### config.mk
export PLATFORM = sky130hd
export DESIGN_NAME = motor_current_block_averager
export DESIGN_NICKNAME = d
export VERILOG_FILES = /design/src/hdl/mcba_pkg.sv /design/src/hdl/mcba_div.sv /design/src/hdl/mcba_scale.sv /design/src/hdl/motor_current_block_averager.sv
export VERILOG_INCLUDE_DIRS = /design/src /design/src/hdl
export SDC_FILE = /design/constraint.sdc
export NUM_CORES = 1
export LEC_CHECK = 0
export BUFFER_PORTS_ARGS = -buffer_cell sky130_fd_sc_hd__clkbuf_2
export CORE_ASPECT_RATIO = 1.1
export CORE_MARGIN = 5
export CORE_UTILIZATION = 60
export DETAILED_ROUTE_END_ITERATION = 10
export HOLD_SLACK_MARGIN = 0.02
export PLACE_DENSITY = 0.78
export SLEW_MARGIN = 40
export SYNTH_ARGS = -nofsm -noshare
export SYNTH_HDL_FRONTEND = slang
export SYNTH_SLANG_ARGS = --single-unit
### constraint.sdc
create_clock -name clk -period 7.1 [get_ports clk]
set_clock_uncertainty 0.2 [all_clocks]
set_input_delay 0.355 -clock clk [delete_from_list [all_inputs] [get_ports clk]]
set_output_delay 0.355 -clock clk [all_outputs]
set_load 0.01 [all_outputs]
### src/hdl/motor_current_block_averager_assert.svh
// ----------------------------------------------------------------------------
// motor current block averager assertion macros
// shared property forms for the averager's concurrent checks
// ----------------------------------------------------------------------------
`ifndef MOTOR_CURRENT_BLOCK_AVERAGER_ASSERT_SVH
`define MOTOR_CURRENT_BLOCK_AVERAGER_ASSERT_SVH

// same-cycle implication, sampled on clk, off during reset
`define MCBA_ASSERT_NOW(lbl, ante, cons, msg) \
  lbl: assert property (@(posedge clk) disable iff (!rst_n) (ante) |-> (cons)) \
    else $error(msg);

// next-cycle implication, sampled on clk, off during reset
`define MCBA_ASSERT_NEXT(lbl, ante, cons, msg) \
  lbl: assert property (@(posedge clk) disable iff (!rst_n) (ante) |=> (cons)) \
    else $error(msg);

`endif

### src/hdl/mcba_pkg.sv
// ----------------------------------------------------------------------------
// mcba_pkg
// types and constants shared by the motor current block averager
// ----------------------------------------------------------------------------
package mcba_pkg;

  localparam int SAMPLE_BITS = 12;
  localparam int MAX_AVG_LEN = 1024;

  localparam int AVG_CNT_W = $clog2(MAX_AVG_LEN) + 1;
  localparam int SUM_W     = SAMPLE_BITS + AVG_CNT_W - 1;
  localparam int CAL_CNT_W = 8;
  localparam int CAL_SUM_W = SAMPLE_BITS + CAL_CNT_W;
  localparam int GAIN_W    = 16;
  localparam int GAIN_FRAC = 8;
  localparam int BYTE_W    = 8;
  localparam int PROD_W    = SAMPLE_BITS + GAIN_W;
  localparam int REM_W     = AVG_CNT_W + 1;
  localparam int DIV_CNT_W = $clog2(SUM_W);

  // configuration register indexes
  localparam int CFG_IDX_W  = 2;
  localparam int CFG_DATA_W = 16;
  localparam logic [CFG_IDX_W-1:0] CFG_AVG_LEN  = 2'd0;
  localparam logic [CFG_IDX_W-1:0] CFG_ZCAL_LEN = 2'd1;
  localparam logic [CFG_IDX_W-1:0] CFG_GAIN     = 2'd2;

  localparam logic [AVG_CNT_W-1:0] AVG_LEN_RST  = 11'd16;
  localparam logic [CAL_CNT_W-1:0] ZCAL_LEN_RST = 8'd100;
  localparam logic [GAIN_W-1:0]    GAIN_RST     = 16'd256;

  typedef struct packed {
    logic [11:0] adc_sample;
    logic        motor_run;
    logic        feed_phase;
    logic        reverse_polarity;
  } in_word_t;

  typedef struct packed {
    logic        average_done;
    logic [11:0] average_current;
    logic [7:0]  scaled_current;
    logic [11:0] zero_level;
  } out_word_t;

  typedef struct packed {
    logic                 start;
    logic [SUM_W-1:0]     dividend;
    logic [AVG_CNT_W-1:0] divisor;
  } div_req_t;

  typedef struct packed {
    logic             done;
    logic [SUM_W-1:0] quotient;
  } div_rsp_t;

endpackage

### src/hdl/mcba_div.sv
// ----------------------------------------------------------------------------
// mcba_div
// restoring divider, one quotient bit per cycle, done pulses on the last bit
// ----------------------------------------------------------------------------
module mcba_div (
  input  logic              clk,
  input  logic              rst_n,
  input  mcba_pkg::div_req_t req,
  output mcba_pkg::div_rsp_t rsp
);
  import mcba_pkg::*;

  logic                 busy_r;
  logic                 done_r;
  logic [DIV_CNT_W-1:0] cnt_r;
  logic [REM_W-1:0]     rem_r;
  logic [SUM_W-1:0]     quo_r;
  logic [AVG_CNT_W-1:0] divisor_r;

  logic [REM_W-1:0] trial;
  logic             fits;
  logic             last_bit;

  assign trial    = {rem_r[REM_W-2:0], quo_r[SUM_W-1]};
  assign fits     = trial >= {1'b0, divisor_r};
  assign last_bit = busy_r && (cnt_r == DIV_CNT_W'(SUM_W - 1));

  always_ff @(posedge clk) begin
    if (!rst_n) begin
      busy_r <= 1'b0;
      done_r <= 1'b0;
      cnt_r  <= '0;
    end else begin
      done_r <= last_bit && !req.start;
      if (req.start) begin
        busy_r <= 1'b1;
        cnt_r  <= '0;
      end else if (busy_r) begin
        cnt_r <= cnt_r + 1'b1;
        if (last_bit) begin
          busy_r <= 1'b0;
        end
      end
    end
  end

  // datapath
  always_ff @(posedge clk) begin
    if (req.start) begin
      quo_r     <= req.dividend;
      rem_r     <= '0;
      divisor_r <= req.divisor;
    end else if (busy_r) begin
      rem_r <= fits ? (trial - {1'b0, divisor_r}) : trial;
      quo_r <= {quo_r[SUM_W-2:0], fits};
    end
  end

  assign rsp.done     = done_r;
  assign rsp.quotient = quo_r;

endmodule

### src/hdl/mcba_scale.sv
// ----------------------------------------------------------------------------
// mcba_scale
// average times q8.8 gain, registered product, saturated byte out
// ----------------------------------------------------------------------------
module mcba_scale (
  input  logic                           clk,
  input  logic                           load,
  input  logic [mcba_pkg::SAMPLE_BITS-1:0] avg,
  input  logic [mcba_pkg::GAIN_W-1:0]      gain,
  output logic [mcba_pkg::BYTE_W-1:0]      scaled
);
  import mcba_pkg::*;

  logic [PROD_W-1:0] prod_r;

  always_ff @(posedge clk) begin
    if (load) begin
      prod_r <= PROD_W'(avg) * PROD_W'(gain);
    end
  end

  // anything above the byte after dropping the fraction saturates
  assign scaled = (prod_r[PROD_W-1:GAIN_FRAC+BYTE_W] != '0) ? {BYTE_W{1'b1}}
                                                           : prod_r[GAIN_FRAC+BYTE_W-1:GAIN_FRAC];

endmodule

### src/hdl/motor_current_block_averager.sv
// ----------------------------------------------------------------------------
// motor_current_block_averager
// block average of motor current offset with learned sensor zero level
// ----------------------------------------------------------------------------
// Every accepted word produces exactly one result word. A word that does not
// close a block passes from accept through the update step to the result
// register; a word that closes a motor current block or a zero calibration
// block also runs the shared restoring divider, which produces one quotient
// bit per cycle over the 22-bit sum, followed for motor blocks by a multiply
// step and a saturate step. in_stall stays high from accept until the result
// is in the output register; a result still waiting on out_stall does not
// block the next accept, only the next result load. Config registers may be
// written at any time the block is idle; cfg_ready is always high.
// ----------------------------------------------------------------------------
module motor_current_block_averager (
  input  logic                             clk,
  input  logic                             rst_n,
  input  logic                             in_valid,
  output logic                             in_stall,
  input  mcba_pkg::in_word_t               in_data,
  output logic                             out_valid,
  input  logic                             out_stall,
  output mcba_pkg::out_word_t              out_data,
  input  logic                             cfg_valid,
  output logic                             cfg_ready,
  input  logic [mcba_pkg::CFG_IDX_W-1:0]   cfg_index,
  input  logic [mcba_pkg::CFG_DATA_W-1:0]  cfg_data
);
  import mcba_pkg::*;

  // sequencer states
  localparam logic [2:0] S_IDLE   = 3'd0;
  localparam logic [2:0] S_UPDATE = 3'd1;
  localparam logic [2:0] S_DIV    = 3'd2;
  localparam logic [2:0] S_SCALE  = 3'd3;
  localparam logic [2:0] S_SAT    = 3'd4;
  localparam logic [2:0] S_DONE   = 3'd5;

  logic [2:0] state_r;
  logic [2:0] state_nxt;

  // config registers
  logic [AVG_CNT_W-1:0] avg_len_r;
  logic [CAL_CNT_W-1:0] zcal_len_r;
  logic [GAIN_W-1:0]    gain_r;

  // accumulator state
  logic [SUM_W-1:0]       run_sum_r;
  logic [AVG_CNT_W-1:0]   run_count_r;
  logic [SAMPLE_BITS-1:0] held_avg_r;
  logic [BYTE_W-1:0]      held_scaled_r;
  logic [CAL_SUM_W-1:0]   cal_sum_r;
  logic [CAL_CNT_W-1:0]   cal_count_r;
  logic [SAMPLE_BITS-1:0] zero_offset_r;
  logic                   done_r;

  in_word_t  item_r;
  out_word_t out_data_r;
  logic      out_valid_r;

  // update-step signals
  logic [SAMPLE_BITS-1:0] sample;
  logic                   active;
  logic [SAMPLE_BITS:0]   diff_norm;
  logic [SAMPLE_BITS:0]   diff_rev;
  logic [SAMPLE_BITS-1:0] add_val;
  logic [SUM_W-1:0]       run_sum_add;
  logic [AVG_CNT_W-1:0]   run_cnt_inc;
  logic [AVG_CNT_W-1:0]   len_eff;
  logic                   run_hit;
  logic [CAL_SUM_W-1:0]   cal_sum_add;
  logic [CAL_CNT_W-1:0]   cal_cnt_inc;
  logic [CAL_CNT_W-1:0]   clen_eff;
  logic                   cal_hit;
  logic                   out_free;

  div_req_t               div_req;
  div_rsp_t               div_rsp;
  logic [BYTE_W-1:0]      scaled;

  assign sample = item_r.adc_sample;
  assign active = item_r.motor_run | item_r.feed_phase;

  // one-sided offset from the zero level, negative side adds nothing
  assign diff_norm = {1'b0, zero_offset_r} - {1'b0, sample};
  assign diff_rev  = {1'b0, sample} - {1'b0, zero_offset_r};
  always_comb begin
    if (item_r.reverse_polarity) begin
      add_val = diff_rev[SAMPLE_BITS] ? '0 : diff_rev[SAMPLE_BITS-1:0];
    end else begin
      add_val = diff_norm[SAMPLE_BITS] ? '0 : diff_norm[SAMPLE_BITS-1:0];
    end
  end

  assign run_sum_add = run_sum_r + SUM_W'(add_val);
  assign run_cnt_inc = run_count_r + 1'b1;

  // zero length acts as one, long length clamps to the maximum
  always_comb begin
    if (avg_len_r == '0) begin
      len_eff = AVG_CNT_W'(1);
    end else if (avg_len_r > AVG_CNT_W'(MAX_AVG_LEN)) begin
      len_eff = AVG_CNT_W'(MAX_AVG_LEN);
    end else begin
      len_eff = avg_len_r;
    end
  end
  assign run_hit = run_cnt_inc >= len_eff;

  assign cal_sum_add = cal_sum_r + CAL_SUM_W'(sample);
  assign cal_cnt_inc = cal_count_r + 1'b1;
  assign clen_eff    = (zcal_len_r == '0) ? CAL_CNT_W'(1) : zcal_len_r;
  assign cal_hit     = cal_cnt_inc >= clen_eff;

  // one divider serves both the motor block and the zero calibration block
  assign div_req.start    = (state_r == S_UPDATE) && (active ? run_hit : cal_hit);
  assign div_req.dividend = active ? run_sum_add : SUM_W'(cal_sum_add);
  assign div_req.divisor  = active ? run_cnt_inc : AVG_CNT_W'(cal_cnt_inc);

  mcba_div u_div (
    .clk   (clk),
    .rst_n (rst_n),
    .req   (div_req),
    .rsp   (div_rsp)
  );

  mcba_scale u_scale (
    .clk    (clk),
    .load   (state_r == S_SCALE),
    .avg    (held_avg_r),
    .gain   (gain_r),
    .scaled (scaled)
  );

  // result register free when empty or being taken this cycle
  assign out_free = !out_valid_r || !out_stall;

  always_comb begin
    state_nxt = state_r;
    unique case (state_r)
      S_IDLE: begin
        if (in_valid) begin
          state_nxt = S_UPDATE;
        end
      end
      S_UPDATE: begin
        state_nxt = div_req.start ? S_DIV : S_DONE;
      end
      S_DIV: begin
        if (div_rsp.done) begin
          state_nxt = active ? S_SCALE : S_DONE;
        end
      end
      S_SCALE: state_nxt = S_SAT;
      S_SAT:   state_nxt = S_DONE;
      S_DONE: begin
        if (out_free) begin
          state_nxt = S_IDLE;
        end
      end
      default: state_nxt = S_IDLE;
    endcase
  end

  // config writes
  always_ff @(posedge clk) begin
    if (!rst_n) begin
      avg_len_r  <= AVG_LEN_RST;
      zcal_len_r <= ZCAL_LEN_RST;
      gain_r     <= GAIN_RST;
    end else if (cfg_valid) begin
      unique case (cfg_index)
        CFG_AVG_LEN:  avg_len_r  <= cfg_data[AVG_CNT_W-1:0];
        CFG_ZCAL_LEN: zcal_len_r <= cfg_data[CAL_CNT_W-1:0];
        CFG_GAIN:     gain_r     <= cfg_data[GAIN_W-1:0];
        default:      ;
      endcase
    end
  end

  // sequencer and accumulator state
  always_ff @(posedge clk) begin
    if (!rst_n) begin
      state_r       <= S_IDLE;
      run_sum_r     <= '0;
      run_count_r   <= '0;
      held_avg_r    <= '0;
      held_scaled_r <= '0;
      cal_sum_r     <= '0;
      cal_count_r   <= '0;
      zero_offset_r <= '0;
      done_r        <= 1'b0;
      out_valid_r   <= 1'b0;
    end else begin
      state_r <= state_nxt;
      // result register fills when free, otherwise empties once taken
      if (state_r == S_DONE && out_free) begin
        out_valid_r <= 1'b1;
      end else if (out_valid_r && !out_stall) begin
        out_valid_r <= 1'b0;
      end
      unique case (state_r)
        S_UPDATE: begin
          if (active) begin
            run_sum_r   <= run_sum_add;
            run_count_r <= run_cnt_inc;
            done_r      <= run_hit;
          end else begin
            // idle motor: clear the average, keep learning the zero level
            held_avg_r    <= '0;
            held_scaled_r <= '0;
            run_sum_r     <= '0;
            run_count_r   <= '0;
            cal_sum_r     <= cal_sum_add;
            cal_count_r   <= cal_cnt_inc;
            done_r        <= 1'b0;
          end
        end
        S_DIV: begin
          if (div_rsp.done) begin
            if (active) begin
              held_avg_r  <= div_rsp.quotient[SAMPLE_BITS-1:0];
              run_sum_r   <= '0;
              run_count_r <= '0;
            end else begin
              zero_offset_r <= div_rsp.quotient[SAMPLE_BITS-1:0];
              cal_sum_r     <= '0;
              cal_count_r   <= '0;
            end
          end
        end
        S_SAT: begin
          held_scaled_r <= scaled;
        end
        default: ;
      endcase
    end
  end

  // payload registers
  always_ff @(posedge clk) begin
    if (state_r == S_IDLE && in_valid) begin
      item_r <= in_data;
    end
    if (state_r == S_DONE && out_free) begin
      out_data_r.average_done    <= done_r;
      out_data_r.average_current <= held_avg_r;
      out_data_r.scaled_current  <= held_scaled_r;
      out_data_r.zero_level      <= zero_offset_r;
    end
  end

  assign in_stall  = (state_r != S_IDLE);
  assign out_valid = out_valid_r;
  assign out_data  = out_data_r;
  assign cfg_ready = 1'b1;

  `include "motor_current_block_averager_assert.svh"

  // divider only launched from the update step
  `MCBA_ASSERT_NOW(a_div_start_update, div_req.start, state_r == S_UPDATE, "divider start outside update")
  // divider finishes only while the sequencer waits on it
  `MCBA_ASSERT_NOW(a_div_done_wait, div_rsp.done, state_r == S_DIV, "divider done outside wait state")
  // a finished block always clears the count below the maximum
  `MCBA_ASSERT_NOW(a_run_count_bound, state_r == S_IDLE, run_count_r < AVG_CNT_W'(MAX_AVG_LEN), "block count past maximum between words")
  // an accepted word always goes to the update step
  `MCBA_ASSERT_NEXT(a_accept_update, in_valid && !in_stall, state_r == S_UPDATE, "accepted word not processed")

endmodule
Word-level counts from Yosys, hierarchy flattened --
Cells that the tools add are included.
Storage, ports and cells: flip-flop bits (word level) 260
Cells by class: muxes and demuxes 46, multipliers 1, equal/unequal tests 14, bitwise logic cells 3, reductions and logical operators 30, add/subtract/negate cells 8, magnitude comparators 4
Operators by type and width (count):
- $mux W22 | 6
- $mux W12 | 6
- $mux W11 | 6
- $mux W20 | 3
- $mux W8 | 6
- $pmux W22 S2 | 1
- $pmux W20 S2 | 1
- $pmux W8 S2 | 2
- $mul A12 B16 Y28 | 1
- $sub A12 B12 Y13 | 2
- $pmux W12 S2 | 1
- $add A22 B12 Y22 | 1
- $pmux W11 S2 | 1
- $add A20 B12 Y20 | 1
- $pmux W3 S6 | 1
- $mux W3 | 5
- $ge A12 B11 Y1 | 1
- $reduce_bool A12 Y1 | 1
- $add A11 B1 Y11 const B | 1
- $ge A11 B11 Y1 | 1
- $gt A11 B11 Y1 const B | 1
- $logic_not A11 Y1 | 1
- $sub A11 B11 Y11 | 1
- $ne A2 B2 Y1 const B | 5
- other kinds (25) | 50

Longest topological paths before layout --
Gate-level depths: netlist of run 1.
word-level depth 8, gate-level depth with buffers 22, gate-level depth less buffers 21

Hierarchy --
A second synthesis of run 1 with hierarchy kept.
Unflattened totals: cell total of the unflattened synthesis 2219, area, all modules 20118.0 sq um
Modules (own cells, without submodules):
- motor_current_block_averager | area each 10762.8 sq um, instances 1, seq. area each 4103.9 sq um, cells an instance 1244
- mcba_scale | area each 6683.9 sq um, instances 1, seq. area each 600.6 sq um, cells an instance 749
- mcba_div | area each 2671.3 sq um, instances 1, seq. area each 1351.3 sq um, cells an instance 226

Worst setup path before layout of run 1 --
Ideal clock, no wire load.
kind flip-flop to flip-flop, start register held_avg_r[5], end register u_scale.prod_r[22], data pin, arrival 5.237 ns, cell stages (with the launch flop) 21, path slack 1.405 ns, period minus slack after synthesis 5.695 ns, cell sequence dfxtp_1 > clkbuf_1 > clkbuf_1 > nand2_1 > fa_1 > fa_1 > inv_1 > fa_1 > fa_1 > inv_1 > fa_1 > inv_1 > ha_1 > nand3_2 > nor2_1 > a2bb2oi_2 > o311ai_4 > o31a_4 > a211o_2 > a21oi_2 > xnor2_1
On the way: cells in the longest elaborated chain, start to end 1
RTL lines:
- start, declared | RTL line motor_current_block_averager.sv:50 | logic [SAMPLE_BITS-1:0] held_avg_r;
- start signal, assigned | RTL line motor_current_block_averager.sv:222 | held_avg_r <= div_rsp.quotient[SAMPLE_BITS-1:0];
- $mul A12 B16 Y28 | RTL line mcba_scale.sv:18 | prod_r <= PROD_W'(avg) * PROD_W'(gain);
- end signal, assigned | RTL line mcba_scale.sv:18
- end, declared | RTL line mcba_scale.sv:14 | logic [PROD_W-1:0] prod_r;
No other way between the ends. A chain may end at the register's enable or synchronous reset.

Worst setup path after layout of run 1 --
start register held_avg_r[10], end register u_scale.prod_r[27], data pin
Same word-level chain as after synthesis.

==> metrics.yaml, run 1 <==
logic_synthesis:
  ys_seq_elements: 252
  synth_xor_area_share_pct: 3.579
  syn-instance-count: 2115
  synth_top_area_share_pct: 15.89
  synth_common_cells: "297 x nand2_1, 222 x inv_1, 174 x nor2_1"
  synth_async_sr_flop_share_pct: 0
  synth-compound-area-share_pct: 15.06
  avgSynthCellArea_um2: 9.025
  synth.area.mux_share_pct: 1.527
  seq_area_frac_synth_pct: 31.73
  synth_top_area_cell: "edfxtp_1"
  synth_most_common_cell: "nand2_1"
  synth_area_um2: 19090
  synth.area.top_cells: "edfxtp_1 16%, dfxtp_1 16%, fa_1 15%, ha_1 9.4%, nand2_1 5.8%"
  synthSimpleGateAreaFrac_pct: 16.81
  synth-edff-count: 101
  synth_fp_nets: 2441
  synth-warning-count: 0
  synth_top_family_by_area: "adder cells"
  synth_ff_type: "dfxtp_1"
  synthAdderAreaFrac_pct: 24.54
  yosys.cell_types.count: 92
clocking:
  cts.reportedPaths.clkPinSlew_ns: 0.06
  cts.sinks: 252
  clockBufferDepth: 3
  cts_hold_buf: 32
  cts_made_buffers: 29
  clock_latency_ns: 0.58
  cts_htree_levels: 1
  clockRootBuffer: "clkbuf_16"
  post_cts_buffers: 0
  cts_tree: "done"
  ctsResizeCount: 0
layout:
  final_util_pct: 66.46
  stdcell_area_um2: 20860
  layout.nets: 2481
  diodes: 0
  syn2layout_area_growth_pct: 9.309
  drive_above_1_share_pct: 7.993
route:
  drc: 0
  avgViaCountPerCell: 5.949
  drt_iter0_markers: 1254
  dr.pass1.iters: 6
  wl_per_cell_um: 18.00
  drt-met1-wl_um: 19180
  highest_layer: "met4"
  drtAntennaViolNets: 0
  route.met3.wl_um: 2935
  vias: 15450
  wl_um: 46740
  routed-wl-met2_um: 22560
pwr:
  ir_drop_mv: 0.1819
  p_leak_uw: 0.009441
  power_density_nw_per_um2: 197.1
global_routing:
  overflow: 0
  grt_max_degree: 80
  grt_pass1_wl_um: 78690
  grt_antenna_before_repair: 0
  grt_use_total_pct: 26.61
  grt_pass1_vias: 15864
critical_path:
  crit_path_start: "held_avg_r[10]"
  worstSetupEndpointType: "flip-flop"
  endpoint: "u_scale.prod_r[27]"
  crit_cells: 16
  cp_max_fo: 18
  crit_buf_inv: 2
  reg2reg_to: "u_scale.prod_r[27]"
  crit_type: "reg -> reg"
  start_kind: "flip-flop"
  crit_arrival_ns: 6.14
  cp_top_family: "adder cells"
  slowest_stage: "dfxtp_1"
  path_common_cell: "fa_1"
  cp_cell_sequence: "and2_1 -> fa_1 -> fa_1 -> fa_1 -> fa_1 -> inv_1 -> fa_1 -> inv_1 -> ha_1 -> a21o_1 -> a211oi_1 -> nand2_1 -> a31o_2 -> a221oi_2 -> o21bai_1 -> xnor2_1"
  required_ns: 7.22
  reg2reg_from: "held_avg_r[10]"
  cpPeakStageDelay_ns: 0.73
  reg2reg_depth: 16
  ff2ff_setup_slack_ns: 1.08
floorplan:
  design.die.area_um2: 35480
  start_util_pct: 60.80
  num_rows: 68
  die_y_um: 197.1
  die_w_um: 180.1
  coreArea_um2: 31400
  io_pins: 74
timing:
  rsz0062_at_grt: "no"
  hold_viol: 0
  timing.hold.ws_ns: 0.05745
  drv_slew: 0
  timing.fmax_mhz: 166.0
  worstMarginPinSlew_ns: 0.8671
  max-slew-margin-rel_pct: 41.94
  finalSetupViolCount: 0
  min_period_ns: 6.025
  min_period_over_period_pct: 84.85
  tns_ns: 0
place:
  place_congestion: 0.9392
  placed_cell_area_um2: 19660
  dpl.hpwl_um: 33920
  port_buffers: 72
run:
  drv_cap: 0
run_status:
  status: "finished, final reports clean"
worst_hold_path:
  hold_class: "in -> reg"
==> tightest hold or removal path, cell delays in order <==
cell	delay, ns
clkbuf_2	0.13
nor3b_4	0.11
mux2i_1	0.14
nand2_1	0.06
==> metal layers <==
metal,vias to the layer above,GRT usage (%)
met3,143,3.665
met2,567,46.24
met1,7545,33.89
li1,7195,-
met4,0,10.81
met5,-,0
==> cell usage in the layout, fill, tap and decap left out, types with 13 or more instances in the layout <==
cell           instances
and2_1                73
mux2i_1               28
nand2_1              296
o21ai_0               77
dfxtp_1              150
a21o_1                36
nor3_1                25
nand3_1               40
clkbuf_2              72
edfxtp_1             101
nand4_1               17
xnor2_1               40
a211oi_1              13
xor2_1                38
inv_1                220
dlygate4sd3_1         32
a22oi_1               28
nor2_1               172
ha_1                 144
fa_1                 144
clkbuf_16             29
a21oi_1              153
==> cells by family after synthesis <==
logic type / after synthesis
and+or+nand+nor: 702
DFF: 252
xor gates and xnor gates: 78
adders and majority gates: 288
muxes: 29
AOI/OAI and AO/OA: 436
other: 1
buffers and inverters: 329
==> metrics by stage <==
stage	cells	total power [µW]	setup WS (ns)
2_1_floorplan	2115	2445	1.405
3_3_place_gp	2512	2656	1.268
3_5_place_dp	2512	2694	1.122
4_1_cts	2597	4123	1.103
5_1_grt	2597	4306	0.6726
6_report	2597	4113	1.075
==> state kept, by name, indices dropped and copies added (netlist names), 12 cells and up <==
signal,count
zero_offset_r,12
gain_r,16
sample,12
cal_sum_r,20
out_data,33
held_avg_r,12
u_div.quo_r,22
u_scale.prod_r,20
run_sum_r,22
==> layout make-up <==
| type | instances | area [µm²] |
|---|---|---|
| clock inverter | 15 | 118.9 |
| fill | 2464 | 10530 |
| sequential | 252 | 6057 |
| clock buffer | 38 | 759.5 |
| tap | 420 | 525.5 |
| timing repair buffer | 116 | 774.5 |
| multi-input combinational | 1534 | 11790 |
| inverter | 222 | 834.6 |
==> power breakdown <==
group          switching (µW)  total, µW  internal [µW]
registers                93.2       1720           1620
logic                     612        983            371
clock network             622       1410            792
total                    1330       4110           2790
==> how the worst min path moves through the flow <==
stage               slack (ns)            end  cells past startpoint        startpoint
floorplan                 0.20   out_data[32]                      0            done_r
detailed placement        0.22   out_data[18]                      0  held_scaled_r[6]
global placement          0.21   out_data[17]                      0  held_scaled_r[5]
global route              0.06  zcal_len_r[2]                      3             rst_n
finish                    0.06   avg_len_r[4]                      4      cfg_index[0]
CTS                       0.02  zcal_len_r[2]                      3             rst_n
(Power assumes the default switching activity.)
==> run 2, diff against run 1 <==
Settings changed: CORE_UTILIZATION 60 to 58.
Clock period 7.1 ns to 5.2 ns, I/O delays scaled along.
==> run 2 against run 1 <==
Against the previous run:
- the run now ends with setup timing left
- sequential power up 36%
- wire length up 11%
- count of clock-buffer cells in the layout down 4
- fmax up 14%
- register-to-register slack worse by 1.2 ns
- non-clock buffer count up 151
- combinational power up 40%
- clock power up 50%
- largest power group unchanged
==> metrics.yaml, run 2 (same netlist as run 1, synthesis figures left out) <==
run_status:
  status: "finished, violations left"
  violations: "setup timing"
timing:
  worstMarginPinSlew_ns: 0.8690
  timing.fmax_mhz: 188.7
  setup_ws_ns: -0.09863
  finalSetupViolCount: 7
  min_period_ns: 5.299
  max-slew-margin-rel_pct: 41.81
  min_period_over_period_pct: 101.9
  rsz0062_at_grt: "yes"
  hold_viol: 0
  drv_slew: 0
global_routing:
  grt_antenna_before_repair: 2
  grt_pass1_vias: 16308
  grt_use_total_pct: 27.29
  grt_pass1_wl_um: 82050
  overflow: 0
  grt_max_degree: 47
clocking:
  cts.sinks: 252
  clockBufferDepth: 3
  cts_htree_levels: 1
  cts_tree: "done"
  cts.reportedPaths.clkPinSlew_ns: 0.07
  clock_latency_ns: 0.55
  cts_made_buffers: 27
  clockRootBuffer: "clkbuf_16"
route:
  avgViaCountPerCell: 5.823
  wl_um: 51770
  drc: 0
  drtAntennaViolNets: 0
  drt_iter0_markers: 1209
  wl_per_cell_um: 18.82
  vias: 16020
  dr.pass1.iters: 5
floorplan:
  start_util_pct: 58.96
  die_w_um: 183.0
  num_rows: 69
  die_y_um: 200.3
  design.die.area_um2: 36640
  coreArea_um2: 32370
  io_pins: 74
place:
  place_congestion: 0.9410
  port_buffers: 72
  pre_cts_slack_ns: -0.2302
  dpl.hpwl_um: 37500
  placed_cells: 2624
critical_path:
  slowest_stage: "fa_1"
  path_common_cell: "fa_1"
  cp_cell_sequence: "buf_8 -> buf_4 -> and2_4 -> fa_1 -> fa_1 -> fa_1 -> fa_1 -> fa_1 -> ha_4 -> a21o_1 -> a21o_1 -> a21oi_2 -> o211ai_1 -> a31o_4 -> a221oi_4 -> o21bai_1 -> xnor2_1"
  start_kind: "flip-flop"
  crit_arrival_ns: 5.40
  cp_max_fo: 6
  worstSetupEndpointType: "flip-flop"
  crit_buf_inv: 2
  cp_top_family: "adder cells"
  crit_type: "reg -> reg"
  required_ns: 5.30
  cpPeakStageDelay_ns: 0.58
layout:
  instances_no_fill: 2751
  largest_reg_flops: 33
  syn2layout_area_growth_pct: 20.14
  regArea_um2: 6112
  final_common_cell: "nand2_1"
  multi_input_area_um2: 12310
  drive_above_1_share_pct: 18.72
  layout.nets: 2630
  mostFrequentLayoutCells: "278 x nand2_1, 208 x inv_1, 170 x nor2_1, 146 x a21oi_1, 137 x fa_1"
  n_fill_cell: 2312
pwr:
  p_leak_uw: 0.01040
  power_density_nw_per_um2: 254.2
  ir_drop_mv: 0.3099
run:
  drv_cap: 0
worst_hold_path:
  hold_class: "in -> reg"
[run 2: final cells by class]
cell class              count  share of cell area (%)
flip-flops and latches    252                   26.65
diodes                      1                 0.01091
inverters                 222                   3.639
multi-input cells        1534                   53.67
clock buffers              34                   3.328
repair buffers            267                   9.456
well taps                 426                   2.324
clock inverters            15                  0.9167
[run 2: what timing repair did]
action / CTS / global route
hold buffers: 37 / 0
setup endpoints to repair: 11 / 23
hold endpoints to repair: 55 / 0
resized for setup: 66 / 67
pin swaps: 56 / 43
setup buffers: 20 / 19
gates cloned: 1 / 0
[run 2: per-stage QoR]
stage | power [µW] | hold slack, ns | cell area, µm² | utilization (%) | TNS, ns
floorplan | 3341 | 0.1589 | 19410 | - | 0
global placement | 3641 | 0.2155 | 20690 | 63.91 | -0.7262
detailed placement | 3691 | 0.2220 | 20750 | 64.08 | -1.345
CTS | 5813 | 0.1400 | 22490 | 69.46 | -0.1304
global route | 6090 | 0.1941 | 22930 | 70.83 | -1.765
finish | 5829 | 0.1520 | 22930 | 70.83 | -0.4240
[run 2: path summary, 6_finish.rpt]
check,startpoint,endpoint,slack (ns),depth (start not counted)
setup / recovery,held_avg_r[8],u_scale.prod_r[27],-0.1,17
hold / removal,cfg_valid,gain_r[0],0.15,4
setup reg to reg,held_avg_r[8],u_scale.prod_r[27],-0.1,17
hold reg to reg,done_r,out_data[32],0.24,0
[run 2: worst register-to-register path, delay by kind of cell, from the launching register on]
kind | cells | cell delay (ns)
buf+inv | 2 | 0.30
compound gates | 7 | 1.26
flops | 1 | 0.34
simple gates | 1 | 0.16
fa+ha+maj | 6 | 2.68
xor+xnor | 1 | 0.12
[run 2: routing by layer]
layer	up-vias	wire (µm)	GRT usage, %
met1	7763	19800	32.72
met4	2	2275	11.52
met5	-	13	0
met2	592	26540	48.76
li1	7520	-	-
met3	143	3137	3.828
[run 2: power by group]
part           switching [µW]  internal (µW)
Clock                     828           1280
Sequential                129           2210
Combinational             839            538
Total                    1800           4030
